## config.mk

```make
export PLATFORM = sky130hd
export DESIGN_NAME = crfab_ctrl
export DESIGN_NICKNAME = d
export VERILOG_FILES = /design/src/rtl/clipped_rect_fill_alpha_blend_core_defines.svh /design/src/rtl/crfab_pkg.sv /design/src/rtl/crfab_blend.sv /design/src/rtl/crfab_ctrl.sv
export SDC_FILE = /design/constraint.sdc
export NUM_CORES = 2
export LEC_CHECK = 0
export ABC_AREA = 1
export BUFFER_PORTS_ARGS = -buffer_cell sky130_fd_sc_hd__buf_4
export CAP_MARGIN = 20
export CORE_UTILIZATION = 57
export CTS_CLUSTER_SIZE = 10
export DETAILED_ROUTE_END_ITERATION = 10
export PLACE_DENSITY = 0.8
export SETUP_SLACK_MARGIN = 0.02
export SYNTH_ARGS = -nofsm -noshare
export SYNTH_HDL_FRONTEND = slang
export SYNTH_SLANG_ARGS = --single-unit
export TNS_END_PERCENT = 10
```

## constraint.sdc

```tcl
create_clock -name clk -period 10.36 [get_ports clk]
set_input_delay 0.518 -clock clk [delete_from_list [all_inputs] [get_ports clk]]
set_output_delay 0.518 -clock clk [all_outputs]
set_load 0.005 [all_outputs]
```

## src/rtl/clipped_rect_fill_alpha_blend_core_defines.svh

```systemverilog
// assertion macros for the clipped rectangle fill core
`ifndef CLIPPED_RECT_FILL_ALPHA_BLEND_CORE_DEFINES_SVH
`define CLIPPED_RECT_FILL_ALPHA_BLEND_CORE_DEFINES_SVH

// same-cycle implication, disabled in reset
`define CRFAB_ASSERT_IMPL(label, clk, rst_n, ante, cons, msg) \
  label: assert property (@(posedge clk) disable iff (!rst_n) (ante) |-> (cons)) \
    else $error(msg);

// next-cycle implication, disabled in reset
`define CRFAB_ASSERT_NEXT(label, clk, rst_n, ante, cons, msg) \
  label: assert property (@(posedge clk) disable iff (!rst_n) (ante) |=> (cons)) \
    else $error(msg);

`endif

```

## src/rtl/crfab_pkg.sv

```systemverilog
// shared types, constants and functions of the clipped rectangle fill core
package crfab_pkg;

  localparam int PIX_W   = 24;
  localparam int CNT_W   = 17;
  localparam int COORD_W = 16;

  localparam logic [CNT_W-1:0] CNT_MAX = 17'h1FFFF;

  localparam logic REQ_FILL = 1'b0;
  localparam logic REQ_READ = 1'b1;

  typedef enum logic [1:0] {
    REG_CLIP_LEFT   = 2'd0,
    REG_CLIP_TOP    = 2'd1,
    REG_CLIP_RIGHT  = 2'd2,
    REG_CLIP_BOTTOM = 2'd3
  } crfab_reg_t;

  typedef enum logic [2:0] {
    ST_CLEAR,
    ST_IDLE,
    ST_SETUP,
    ST_FILL,
    ST_DRAIN,
    ST_RDATA,
    ST_RESULT
  } crfab_state_t;

  typedef struct packed {
    logic clearing;
    logic busy;
    logic filling;
  } crfab_status_t;

  // AABBGGRR colour to 0xRRGGBB
  function automatic logic [PIX_W-1:0] swap_red_blue(input logic [31:0] c);
    swap_red_blue = {c[7:0], c[15:8], c[23:16]};
  endfunction

  // n / 255 for n up to 255 * 255
  function automatic logic [7:0] div255(input logic [15:0] n);
    logic [16:0] t;
    t = {1'b0, n} + {9'd0, n[15:8]} + 17'd1;
    div255 = t[15:8];
  endfunction

endpackage

```

## src/rtl/crfab_blend.sv

```systemverilog
// source-over blend of one pixel, per channel (s*a + d*(255-a)) / 255
module crfab_blend (
  input  logic [crfab_pkg::PIX_W-1:0] src,
  input  logic [7:0]                  alpha,
  input  logic [crfab_pkg::PIX_W-1:0] dst,
  output logic [crfab_pkg::PIX_W-1:0] mix
);
  import crfab_pkg::*;

  logic [7:0] inv_a;

  assign inv_a = 8'd255 - alpha;

  always_comb begin
    for (int ch = 0; ch < 3; ch++) begin
      logic [15:0] ps;
      logic [15:0] pd;
      ps = {8'd0, src[ch*8 +: 8]} * {8'd0, alpha};
      pd = {8'd0, dst[ch*8 +: 8]} * {8'd0, inv_a};
      mix[ch*8 +: 8] = div255(ps + pd);
    end
  end

endmodule

```

## src/rtl/crfab_ctrl.sv

```systemverilog
// command sequencer: clearing pass, clipping, pixel walk and result register
module crfab_ctrl #(
  parameter int SURFACE_WIDTH  = 256,
  parameter int SURFACE_HEIGHT = 256
) (
  input  logic                               clk,
  input  logic                               rst_n,
  input  logic                               in_valid,
  output logic                               in_ready,
  input  logic                               in_req_type,
  input  logic signed [crfab_pkg::COORD_W-1:0] in_x_left,
  input  logic signed [crfab_pkg::COORD_W-1:0] in_y_top,
  input  logic signed [crfab_pkg::COORD_W-1:0] in_x_right,
  input  logic signed [crfab_pkg::COORD_W-1:0] in_y_bottom,
  input  logic [31:0]                        in_colour_word,
  output logic                               out_valid,
  input  logic                               out_ready,
  output logic [crfab_pkg::PIX_W-1:0]        out_read_pixel,
  output logic [crfab_pkg::CNT_W-1:0]        out_pixels_written,
  input  logic signed [crfab_pkg::COORD_W-1:0] clip_left,
  input  logic signed [crfab_pkg::COORD_W-1:0] clip_top,
  input  logic signed [crfab_pkg::COORD_W-1:0] clip_right,
  input  logic signed [crfab_pkg::COORD_W-1:0] clip_bottom,
  output logic                               mem_we,
  output logic [$clog2(SURFACE_WIDTH*SURFACE_HEIGHT > 1 ?
                       SURFACE_WIDTH*SURFACE_HEIGHT : 2)-1:0] mem_waddr,
  output logic [crfab_pkg::PIX_W-1:0]        mem_wdata,
  output logic                               mem_re,
  output logic [$clog2(SURFACE_WIDTH*SURFACE_HEIGHT > 1 ?
                       SURFACE_WIDTH*SURFACE_HEIGHT : 2)-1:0] mem_raddr,
  input  logic [crfab_pkg::PIX_W-1:0]        mem_rdata,
  output crfab_pkg::crfab_status_t           status
);
  import crfab_pkg::*;

  localparam int DEPTH = SURFACE_WIDTH * SURFACE_HEIGHT;
  localparam int AW    = $clog2(DEPTH > 1 ? DEPTH : 2);
  localparam int XW    = $clog2(SURFACE_WIDTH + 1);
  localparam int YW    = $clog2(SURFACE_HEIGHT + 1);
  localparam logic signed [16:0] W_S = 17'(SURFACE_WIDTH);
  localparam logic signed [16:0] H_S = 17'(SURFACE_HEIGHT);
  localparam logic signed [16:0] ZERO_S = 17'sd0;

  crfab_state_t state_r, state_nxt;

  logic [AW-1:0]          clr_addr_r, clr_addr_nxt;
  logic                   req_r;
  logic signed [15:0]     rx0_r, ry0_r, rx1_r, ry1_r;
  logic [31:0]            col_r;
  logic [XW-1:0]          x0_r, x0_nxt, x1_r, x1_nxt, xc_r, xc_nxt;
  logic [YW-1:0]          y1_r, y1_nxt, yc_r, yc_nxt;
  logic [AW-1:0]          row_base_r, row_base_nxt;
  logic                   pv_r, pv_nxt;
  logic [AW-1:0]          pa_r, pa_nxt;
  logic [CNT_W-1:0]       cnt_r, cnt_nxt;
  logic [PIX_W-1:0]       res_pix_r, res_pix_nxt;
  logic                   out_valid_r, out_valid_nxt;
  logic [PIX_W-1:0]       out_pix_r, out_pix_nxt;
  logic [CNT_W-1:0]       out_cnt_r, out_cnt_nxt;

  logic signed [16:0] cl, ct, cr, cb, rx0, ry0, rx1, ry1;
  logic signed [16:0] cx0, cy0, cx1a, cy1a, cx1, cy1, fx0, fy0, fx1, fy1;
  logic [7:0]         alpha;
  logic               fill_go, rd_on;
  logic [AW-1:0]      rd_addr, walk_addr;
  logic [PIX_W-1:0]   src_rgb, blend_pix;
  logic               last_x, last_y, in_xfer;

  assign in_xfer = in_valid && in_ready;

  // clip window and rectangle intersection, fill alpha and read address
  always_comb begin
    cl  = {clip_left[15], clip_left};
    ct  = {clip_top[15], clip_top};
    cr  = {clip_right[15], clip_right};
    cb  = {clip_bottom[15], clip_bottom};
    rx0 = {rx0_r[15], rx0_r};
    ry0 = {ry0_r[15], ry0_r};
    rx1 = {rx1_r[15], rx1_r};
    ry1 = {ry1_r[15], ry1_r};
    cx0  = (cl < ZERO_S) ? ZERO_S : cl;
    cy0  = (ct < ZERO_S) ? ZERO_S : ct;
    cx1a = (cr > W_S) ? W_S : cr;
    cy1a = (cb > H_S) ? H_S : cb;
    cx1  = (cx1a < cx0) ? cx0 : cx1a;
    cy1  = (cy1a < cy0) ? cy0 : cy1a;
    fx0  = (rx0 < cx0) ? cx0 : rx0;
    fy0  = (ry0 < cy0) ? cy0 : ry0;
    fx1  = (rx1 > cx1) ? cx1 : rx1;
    fy1  = (ry1 > cy1) ? cy1 : ry1;
    alpha   = 8'd255 - col_r[31:24];
    fill_go = (fx1 > fx0) && (fy1 > fy0) && (alpha != 8'd0);
    rd_on   = (rx0 >= ZERO_S) && (rx0 < W_S) && (ry0 >= ZERO_S) && (ry0 < H_S);
    rd_addr = AW'(ry0[YW-1:0] * SURFACE_WIDTH) + AW'(rx0[XW-1:0]);
  end

  assign src_rgb   = swap_red_blue(col_r);
  assign walk_addr = row_base_r + AW'(xc_r);
  assign last_x    = (xc_r + XW'(1)) == x1_r;
  assign last_y    = (yc_r + YW'(1)) == y1_r;

  crfab_blend u_blend (
    .src   (src_rgb),
    .alpha (alpha),
    .dst   (mem_rdata),
    .mix   (blend_pix)
  );

  always_comb begin
    state_nxt     = state_r;
    clr_addr_nxt  = clr_addr_r;
    x0_nxt        = x0_r;
    x1_nxt        = x1_r;
    xc_nxt        = xc_r;
    y1_nxt        = y1_r;
    yc_nxt        = yc_r;
    row_base_nxt  = row_base_r;
    pv_nxt        = 1'b0;
    pa_nxt        = pa_r;
    cnt_nxt       = cnt_r;
    res_pix_nxt   = res_pix_r;
    out_valid_nxt = out_valid_r && !out_ready;
    out_pix_nxt   = out_pix_r;
    out_cnt_nxt   = out_cnt_r;
    in_ready      = 1'b0;
    mem_we        = 1'b0;
    mem_waddr     = pa_r;
    mem_wdata     = blend_pix;
    mem_re        = 1'b0;
    mem_raddr     = walk_addr;

    // pending read-modify-write from the previous walk cycle
    if (pv_r) begin
      mem_we  = 1'b1;
      cnt_nxt = (cnt_r == CNT_MAX) ? cnt_r : cnt_r + CNT_W'(1);
    end

    unique case (state_r)
      ST_CLEAR: begin
        mem_we       = 1'b1;
        mem_waddr    = clr_addr_r;
        mem_wdata    = '0;
        clr_addr_nxt = clr_addr_r + AW'(1);
        if (clr_addr_r == AW'(DEPTH - 1)) begin
          state_nxt = ST_IDLE;
        end
      end
      ST_IDLE: begin
        in_ready = 1'b1;
        if (in_valid) begin
          state_nxt = ST_SETUP;
        end
      end
      ST_SETUP: begin
        cnt_nxt     = '0;
        res_pix_nxt = '0;
        if (req_r == REQ_READ) begin
          if (rd_on) begin
            mem_re    = 1'b1;
            mem_raddr = rd_addr;
            state_nxt = ST_RDATA;
          end else begin
            state_nxt = ST_RESULT;
          end
        end else if (fill_go) begin
          x0_nxt       = fx0[XW-1:0];
          x1_nxt       = fx1[XW-1:0];
          xc_nxt       = fx0[XW-1:0];
          yc_nxt       = fy0[YW-1:0];
          y1_nxt       = fy1[YW-1:0];
          row_base_nxt = AW'(fy0[YW-1:0] * SURFACE_WIDTH);
          state_nxt    = ST_FILL;
        end else begin
          state_nxt = ST_RESULT;
        end
      end
      ST_FILL: begin
        mem_re = 1'b1;
        pv_nxt = 1'b1;
        pa_nxt = walk_addr;
        xc_nxt = xc_r + XW'(1);
        if (last_x) begin
          xc_nxt       = x0_r;
          yc_nxt       = yc_r + YW'(1);
          row_base_nxt = row_base_r + AW'(SURFACE_WIDTH);
          if (last_y) begin
            state_nxt = ST_DRAIN;
          end
        end
      end
      ST_DRAIN: begin
        state_nxt = ST_RESULT;
      end
      ST_RDATA: begin
        res_pix_nxt = mem_rdata;
        state_nxt   = ST_RESULT;
      end
      ST_RESULT: begin
        if (!out_valid_r || out_ready) begin
          out_valid_nxt = 1'b1;
          out_pix_nxt   = res_pix_r;
          out_cnt_nxt   = cnt_r;
          state_nxt     = ST_IDLE;
        end
      end
      default: begin
        state_nxt = ST_IDLE;
      end
    endcase
  end

  always_ff @(posedge clk) begin
    if (!rst_n) begin
      state_r     <= ST_CLEAR;
      clr_addr_r  <= '0;
      pv_r        <= 1'b0;
      out_valid_r <= 1'b0;
    end else begin
      state_r     <= state_nxt;
      clr_addr_r  <= clr_addr_nxt;
      pv_r        <= pv_nxt;
      out_valid_r <= out_valid_nxt;
    end
  end

  always_ff @(posedge clk) begin
    if (in_xfer) begin
      req_r <= in_req_type;
      rx0_r <= in_x_left;
      ry0_r <= in_y_top;
      rx1_r <= in_x_right;
      ry1_r <= in_y_bottom;
      col_r <= in_colour_word;
    end
    x0_r       <= x0_nxt;
    x1_r       <= x1_nxt;
    xc_r       <= xc_nxt;
    y1_r       <= y1_nxt;
    yc_r       <= yc_nxt;
    row_base_r <= row_base_nxt;
    pa_r       <= pa_nxt;
    cnt_r      <= cnt_nxt;
    res_pix_r  <= res_pix_nxt;
    out_pix_r  <= out_pix_nxt;
    out_cnt_r  <= out_cnt_nxt;
  end

  assign out_valid          = out_valid_r;
  assign out_read_pixel     = out_pix_r;
  assign out_pixels_written = out_cnt_r;

  assign status.clearing = (state_r == ST_CLEAR);
  assign status.busy     = (state_r != ST_IDLE);
  assign status.filling  = (state_r == ST_FILL) || (state_r == ST_DRAIN);

endmodule

```

==> impl_results.md <==
* IO Pins at 293
* DPL Wire Length at 61870 um
* Pin count of the biggest net entering global routing at 66
* Measured slew at the worst slew-check pin at 0.9865 ns
* Worst EP arrival at 8.07 ns
* DIE WIDTH at 231.8 um
* Worst R2R End: y1_r[5]
* DRT Pass-1 Iters at 8
* Type of the most critical hold path: primary input to register
* Vias at 25380
* Hold endpoint: col_r[11]
* Setup bufs post-CTS at 0
* Crit Path Class: register to output port
* Syn Std Cell Area at 0.03011 mm^2
* Slowest cell delay on critical path at 0.74 ns
* Setup repair after global routing missed its margin: no
* Setup TNS at 0 ns
* Max stage delay cell, worst path: clkinv_1
* Leak pwr at 0.01778 uW
* Commonest non-fill, non-tap cells in the layout: nand2_1 (932), inv_1 (807), ha_1 (341), buf_4 (308), nor2_1 (297)
* Mean area per synthesized cell at 7.979 um^2
* CTS Sinks at 269
* P&R area growth vs syn at 12.90%
* Clk root buf: clkbuf_16
* Htree depth at 2
* Routed WL per cell at 16.55 um
* Vias per cell at 5.369
* TritonCTS clock tree: yes
* Max Freq at 116.4 MHz
* Distinct cells, synth at 58
* Max_cap viols at 0
* Final GP Congestion at 0.9419
* Final Max Slew Viols at 0
* Pwr per Cell Area at 157.6 mW/mm^2
* Clk slew on worst S/H paths at 0.06 ns
* R2R depth at 20
* Critical path peak fanout at 31
* DRT Wirelength at 78260 um
* Routed Antenna Nets at 0
* CP required at 9.84 ns
* Status: finished clean
* Final Hold Viols at 0
* Fin Clk Skew at 0.02676 ns
* GRT overflow at 0
* Antenna violations before repair at 3
* Worst VDD drop at 0.1287 mV
* Die Y at 231.8 um
* Flops & latches, synth at 269
* Number of global-route vias before repair at 25050
* Worst Setup SP: col_r[28]
* Yosys warnings at 0
* First-pass GRT wire length at 126500 um
* CTS Hold Bufs at 0
* Layout cells sized above 1 at 0.1067
* Initial DRC count at 2126
* Post-layout net count at 4839
* Commonest non-fill, non-tap cell in the layout: nand2_1
* Setup violators final at 0
* DP Worst Slack at 1.990 ns
* Latest clock arrival within the worst-skew pair at 0.57 ns
* Num CTS Buffers at 35
* Max transition margin at 0.3407
* Hold Crit Start: in_colour_word[11]
* Max clock buf depth at 3
* Tcrit/Tclk final at 0.8289
* GRT Total Usage at 0.2972
* Site row count at 83
* Worst r2r src: rx0_r[4]
* Initial cell density of the core at 0.5823
* Post-synthesis sequential area ratio at 0.2556
* CP endpoint kind: output port
* Placeable Area at 0.05172 mm^2
* Port bufs at 292
* Cts repair resizes at 0
* Reg2Reg Setup Slack at 4.97 ns
* Hold Path Cell Cnt at 1
* Cell count after synthesis at 3774
* Die ar. at 0.05375 mm^2
* Element type at the critical path start: register
* Antenna Cells at 0
* Setup ws final at 1.772 ns
* # DRC at 0
* Crit path time final at 8.588 ns
[Yosys cell counts, drive strengths merged]
master,instances,area share
nand2,945,0.12
inv,819,0.10
ha,341,0.14
nor2,312,0.040
fa,288,0.19
edfxtp,231,0.23
o21ai,172,0.029
nand3,138,0.025
a21oi,134,0.023
clkbuf,81,0.010
nand4,44,0.0091
dfxtp,38,0.025
xor2,34,0.010
nor3,31,0.0053
nor4,22,0.0050
buf,20,0.0032
nand3b,20,0.0050
xnor2,18,0.0057
clkinv,13,0.0017
or2,10,0.0021
a31oi,8,0.0017
o21a,8,0.0020
a211oi,7,0.0017
o21bai,7,0.0019
a21o,6,0.0015
and2,5,0.0011
o31ai,4,0.0010
a21boi,3,0.00075
nor3b,3,0.00075
o211ai,3,0.00075
a2111oi,2,0.00058
a211o,1,0.00029
a41oi,1,0.00029
and3,1,0.00021
conb,1,0.00012
o2111a,1,0.00037
o221ai,1,0.00029
o22ai,1,0.00021
[registers in the layout, summed over array words and instances, names as in the netlist, 16 cells and up]
name                count
rx0_r                  16
out_pixels_written     17
cnt_r                  17
pa_r                   16
ry1_r                  16
rx1_r                  16
ry0_r                  16
out_read_pixel         24
col_r                  32
res_pix_r              24
clr_addr_r             16
[through the flow]
step	total power [uW]	utilization	hold slack, ns	instance area (um^2)	instances
2_1_floorplan	3530	-	0.4003	30120	3776
3_3_place_gp	4138	0.6362	0.4007	32900	4663
3_5_place_dp	4195	0.6362	0.4045	32900	4663
4_1_cts	5370	0.6568	0.08965	33970	4727
5_1_grt	5857	0.6574	0.1021	34000	4728
6_report	5359	0.6574	0.1196	34000	4728
[layout make-up]
cell class	count	area, um^2
clock buffer	55	972.2
clock inverter	9	95.09
fill	4279	17720
inverter	832	3124
multi-input combinational	2574	18920
sequential	269	7697
tap	680	850.8
timing repair buffer	309	2340
[layer usage]
| layer | vias to the layer above | part of all wire | global-route usage |
|---|---|---|---|
| li1 | 12280 | - | - |
| met1 | 11890 | 0.40 | 0.3836 |
| met2 | 1051 | 0.47 | 0.4972 |
| met3 | 164 | 0.092 | 0.05882 |
| met4 | 6 | 0.030 | 0.1022 |
| met5 | - | 0.00045 | 0 |
[power breakdown]
part	internal [uW]	switching, uW	leakage (uW)
logic	1100	1890	0.0149
clock network	654	503	0.000497
registers	1190	16.0	0.00240
total	2950	2410	0.0178
[worst max-delay path, delay by kind of cell (launching register included)]
kind | cells | cell delay [ns]
flops | 1 | 0.36
buf+inv | 7 | 1.47
compound gates | 3 | 0.64
simple gates | 11 | 1.32
fa+ha+maj | 8 | 3.68
[kinds of logic (layout without fill, tap and decap cells)]
kind of cell / after synthesis / after routing / synth area share
compound gates: 359 / 359 / 0.06490
xor+xnor: 52 / 52 / 0.01612
fa+ha+maj: 629 / 629 / 0.3332
buf+inv: 933 / 1205 / 0.1171
flops: 269 / 269 / 0.2556
other cells: 1 / 3 / 0.0001245
simple gates: 1531 / 1531 / 0.2130
[how the worst max path moves through the flow]
stage / depth (start not counted) / endpoint
after detailed placement: 40 / y1_r[5]
final: 29 / mem_wdata[5]
after global routing: 30 / mem_wdata[21]
after CTS: 31 / mem_wdata[23]
after global placement: 38 / y1_r[5]
after floorplan: 39 / x0_r[0]
Note: power is estimated with default switching activity, not from simulation.
